===== src/rtl/m3i_pkg.sv =====
// Shared types and constants for the 3x3 fixed-point matrix inverse.
// Used by every module of the block; depends on nothing.
package m3i_pkg;

    // entry width and derived widths
    localparam int EW   = 32;            // entry / result width
    localparam int CW   = 2 * EW + 2;    // signed cofactor width
    localparam int HW   = CW / 2;        // low half of a cofactor for the det split
    localparam int DW   = 3 * EW + 2;    // signed determinant width
    localparam int MW   = DW - 1;        // determinant magnitude width
    localparam int CMW  = CW - 1;        // cofactor magnitude width
    localparam int NSTG = EW;            // quotient bits, one divider stage each
    localparam int NE   = 9;             // entries per matrix

    // queue between front and back
    localparam int FQ_DEPTH = 4;
    localparam int FQ_AW    = $clog2(FQ_DEPTH);
    localparam int FQ_CW    = $clog2(FQ_DEPTH + 1);

    // cofactor n = a[P]*a[Q] - a[R]*a[S], index r*3+c
    localparam int CF_P [NE] = '{4, 2, 1, 5, 0, 2, 3, 1, 0};
    localparam int CF_Q [NE] = '{8, 7, 5, 6, 8, 3, 7, 6, 4};
    localparam int CF_R [NE] = '{5, 1, 2, 3, 2, 0, 4, 0, 1};
    localparam int CF_S [NE] = '{7, 8, 4, 8, 6, 5, 6, 7, 3};
    // determinant expands along column 0
    localparam int DT_A [3] = '{0, 3, 6};

    typedef struct packed {
        logic signed [EW-1:0] a_00;
        logic signed [EW-1:0] a_01;
        logic signed [EW-1:0] a_02;
        logic signed [EW-1:0] a_10;
        logic signed [EW-1:0] a_11;
        logic signed [EW-1:0] a_12;
        logic signed [EW-1:0] a_20;
        logic signed [EW-1:0] a_21;
        logic signed [EW-1:0] a_22;
    } t_in;

    typedef struct packed {
        logic signed [EW-1:0] inv_00;
        logic signed [EW-1:0] inv_01;
        logic signed [EW-1:0] inv_02;
        logic signed [EW-1:0] inv_10;
        logic signed [EW-1:0] inv_11;
        logic signed [EW-1:0] inv_12;
        logic signed [EW-1:0] inv_20;
        logic signed [EW-1:0] inv_21;
        logic signed [EW-1:0] inv_22;
        logic                 singular;
    } t_out;

    // exact cofactors and determinant handed from front to back
    typedef struct packed {
        logic [NE-1:0][CW-1:0] cof;
        logic [DW-1:0]         det;
    } t_job;

endpackage


===== src/rtl/m3i_fifo.sv =====
// Short queue between front and back ends.
// Depends on m3i_pkg.
module m3i_fifo (
    input  logic            i_clk,
    input  logic            i_rst_n,
    input  logic            i_push,
    input  m3i_pkg::t_job   i_data,
    input  logic            i_pop,
    output logic            o_empty,
    output logic            o_full,
    output m3i_pkg::t_job   o_data
);

    m3i_pkg::t_job              r_mem [m3i_pkg::FQ_DEPTH];
    logic [m3i_pkg::FQ_AW-1:0]  r_wp, r_rp;
    logic [m3i_pkg::FQ_CW-1:0]  r_cnt;
    logic                       do_push, do_pop;

    assign o_empty = (r_cnt == '0);
    assign o_full  = (r_cnt == m3i_pkg::FQ_CW'(m3i_pkg::FQ_DEPTH));
    assign do_push = i_push && !o_full;
    assign do_pop  = i_pop && !o_empty;
    assign o_data  = r_mem[r_rp];

    // store entry
    always_ff @(posedge i_clk) begin
        if (do_push) begin
            r_mem[r_wp] <= i_data;
        end
    end

    // advance pointers and count
    always_ff @(posedge i_clk) begin
        if (!i_rst_n) begin
            r_wp  <= '0;
            r_rp  <= '0;
            r_cnt <= '0;
        end else begin
            if (do_push) begin
                r_wp <= r_wp + 1'b1;
            end
            if (do_pop) begin
                r_rp <= r_rp + 1'b1;
            end
            if (do_push && !do_pop) begin
                r_cnt <= r_cnt + 1'b1;
            end else if (do_pop && !do_push) begin
                r_cnt <= r_cnt - 1'b1;
            end
        end
    end

    a_no_overflow: assert property (@(posedge i_clk) disable iff (!i_rst_n)
        !(i_push && o_full && !i_pop))
        else $error("queue push while full");
    a_cnt_range: assert property (@(posedge i_clk) disable iff (!i_rst_n)
        r_cnt <= m3i_pkg::FQ_CW'(m3i_pkg::FQ_DEPTH))
        else $error("queue count out of range");
    a_cnt_inc: assert property (@(posedge i_clk) disable iff (!i_rst_n)
        (do_push && !do_pop) |=> (r_cnt == $past(r_cnt) + 1'b1))
        else $error("queue count did not advance");

endmodule


===== config.mk =====
export PLATFORM = sky130hd
export DESIGN_NAME = m3i_fifo
export DESIGN_NICKNAME = d
export VERILOG_FILES = /design/src/rtl/m3i_pkg.sv /design/src/rtl/m3i_fifo.sv
export SDC_FILE = /design/constraint.sdc
export NUM_CORES = 2
export LEC_CHECK = 0
export ABC_CLOCK_PERIOD_IN_PS = 22900
export BUFFER_PORTS_ARGS = -buffer_cell sky130_fd_sc_hd__buf_4
export CELL_PAD_IN_SITES_DETAIL_PLACEMENT = 2
export CELL_PAD_IN_SITES_GLOBAL_PLACEMENT = 2
export CORE_AREA = 2 2 546 548
export DETAILED_ROUTE_END_ITERATION = 10
export DIE_AREA = 0 0 548 550
export PLACE_DENSITY = 0.63
export SLEW_MARGIN = 20
export SYNTH_ARGS = -nofsm -noshare
export SYNTH_HDL_FRONTEND = slang
export SYNTH_SLANG_ARGS = --single-unit

===== constraint.sdc =====
create_clock -name i_clk -period 22.9 [get_ports i_clk]
set_input_delay 5.725 -clock i_clk [delete_from_list [all_inputs] [get_ports i_clk]]
set_output_delay 5.725 -clock i_clk [all_outputs]
set_load 0.02 [all_outputs]

==> results.ini <==
[outcome]
outcome = finished, final reports clean

[synthesis]
synthMuxAreaShare_pct = 15.4
synth_compound_area_share_pct = 0.0285
synth_cells = 3662
syn-num-nets = 4364
ys_warn_count = 0
syn_area_um2 = 101000
synth_top_family_by_area = multiplexers
yosysSeqAreaShare_pct = 82.4
synthXorXnorAreaFrac_pct = 0.0347
synthSimpleGateAreaFrac_pct = 0.0953
yosys.area_share.adder_pct = 0.0817
yosysUniqueCellTypes = 24
synth_area_per_cell_um2 = 27.6
synth-seq-cells = 2777

[sta]
fin_crit_ns = 11.58
fmax_mhz = 86.4
slew_viol_final = 0
clock_skew_ns = 0.0468
holdWs_ns = 0.508
period_share_pct = 50.6
slew_headroom_pct = 28.8
hold_viol = 0
setup_viol = 0
setup_tns_ns = 0
rsz0062_at_grt = false
tightest_slew_ns = 1.07

[placement]
gp_congestion = 0.793
hpwl_um = 210000
port_buffers = 1389
post-place-cells = 8902
place_area_um2 = 115000

[layout]
layout-drive-gt1-share_pct = 46.6
synthToLayoutAreaGrowth_pct = 23.8
final_cell_mix = edfxtp_1, buf_4, mux4_2, clkbuf_16, clkbuf_1
final_util_pct = 42.3
fin_cells = 9509
layout.nets = 5975
stdcell_area_um2 = 125000
fill_cells = 27000
final_common_cell = edfxtp_1

[clocking]
cts_setup_buffers = 0
cts_hold_buf = 0
clockBufferDepth = 4
insertion_delay_ns = 0.90
clk_pin_slew_ns = 0.06
h-tree-depth = 5
cts_buffers = 308
cts_root_buf = clkbuf_16
cts_resized = 0
cts_tree = done
cts_num_sinks = 2777

[setup_path]
r2r-end = r_mem[0][653]$_DFFE_PP_
crit_slowest_cell = dfxtp_4
path_max_fanout = 59
cp-start-kind = flop
crit_path_end = o_data[348]
cp_common_cell = buf_4
crit_path_end_kind = primary output
cp.arrival_ns = 5.85
crit_chain = buf_4 -> buf_4 -> buf_4 -> buf_4 -> mux4_2 -> buf_4
slowest_delay_ns = 0.90
r2r_slack_ns = 17.63
r2r_cells = 7
reg2reg_from = r_cnt[0]$_SDFFE_PN0P_
critical_path_class = flop to primary output
required_ns = 17.18

[die]
rows = 200
core_um2 = 296000
initial_utilization_pct = 34.2
die_x_um = 548
io_pins = 1390
design.die.area_um2 = 301000
dieHeight_um = 550

[pwr]
ir_drop_v = 0.0000785
power.leakage_nw = 41.0
power.density_nw_per_um2 = 124

[global_route]
grt_pass1_wl_um = 431000
antenna_found_initial = 132
grt_pass1_vias = 52600
grt_use_total_pct = 20.2
overflow = 0
grt_max_degree = 141

[drt]
routed_wl_um = 313000
drc = 0
num_vias = 47700
drt_iter0_markers = 3807
vias_per_cell = 5.01
antenna_left = 0
drtPass1Iterations = 5
wl_per_cell_um = 32.9

[flow_run]
maxCapViolCount = 0

[hold_path]
hold_class = flop to flop

cells by family after synthesis:
family	count (synthesis)
xor gates and xnor gates	4
adders and majority gates	6
buffers and inverters	159
AOI/OAI and AO/OA	4
muxes	695
and+or+nand+nor	17
DFF	2777
stage by stage:
| step | setup WS, ns | power [mW] |
|---|---|---|
| finish | 11.32 | 15.5 |
| global route | 10.82 | 16.0 |
| CTS | 11.04 | 15.7 |
| detailed placement | 12.02 | 10.8 |
| global placement | 11.95 | 10.7 |
| floorplan | 0.0431 | 9.38 |
worst min-delay path by stage:
stage	slack, ns	startpoint	cells past startpoint	endpoint
after global routing	0.55	r_wp[1]$_SDFFE_PN0P_	2	r_wp[1]$_SDFFE_PN0P_
after global placement	0.49	r_wp[0]$_SDFFE_PN0P_	2	r_wp[0]$_SDFFE_PN0P_
after CTS	0.52	r_wp[0]$_SDFFE_PN0P_	2	r_wp[0]$_SDFFE_PN0P_
after detailed placement	0.51	r_wp[0]$_SDFFE_PN0P_	2	r_wp[0]$_SDFFE_PN0P_
final	0.51	r_wp[1]$_SDFFE_PN0P_	2	r_wp[1]$_SDFFE_PN0P_
after floorplan	0.47	r_wp[1]$_SDFFE_PN0P_	2	r_wp[1]$_SDFFE_PN0P_
power breakdown:
group / switching (mW) / total [mW] / internal, mW
registers: 0.167 / 6.34 / 6.18
logic: 2.50 / 4.24 / 1.75
clock network: 2.10 / 4.87 / 2.77
worst max-delay path, delay by kind of cell (launching register included):
kind	cells	cell delay, ns
buffers and inverters	5	3.34
DFF	1	0.90
muxes	1	0.46
area by class of cell:
type	count	area, um2	area share, %
Antenna cell	60	150	0.120
Clock buffer	389	8110	6.48
Clock inverter	158	1690	1.35
Inverter	3	11.3	0.00900
Multi-Input combinational cell	726	15900	12.7
Sequential cell	2777	83300	66.6
Tap cell	3939	4930	3.94
Timing Repair Buffer	1457	11100	8.85
sequential cells by signal, summed over array words and instances (netlist names), named ones only:
| register | flops |
|---|---|
| r_mem | 2768 |
| r_wp | 2 |
| r_rp | 2 |
| r_cnt | 3 |
synthesized netlist by cell type:
library cell	instances	share of area, %
and2_1	8	0.050
xnor2_1	3	0.026
ha_1	5	0.062
xor2_1	1	0.0087
buf_2	70	0.35
o21ai_0	1	0.0049
inv_1	3	0.011
nor3b_1	1	0.0074
buf_6	1	0.011
mux4_2	692	15
dfxtp_1	9	0.18
buf_4	1	0.0074
nor3_1	1	0.0049
a21boi_0	1	0.0074
nor2b_1	2	0.012
mux2i_1	3	0.030
o31ai_1	1	0.0074
nand2_1	4	0.015
edfxtp_1	2768	82
fa_1	1	0.020
or3_1	1	0.0062
buf_12	75	1.5
o311ai_0	1	0.0087
clkbuf_1	9	0.033
per-layer routing:
metal  GRT usage [%]  vias up  part of all wire [%]
met5               0        -                  0.21
met2            34.4     1912                    51
li1                -    19400                     -
met3            8.83      563                    10
met1            22.5    25700                    35
met4            7.28      100                   3.2
No activity file was read; power rests on OpenSTA's default activity.
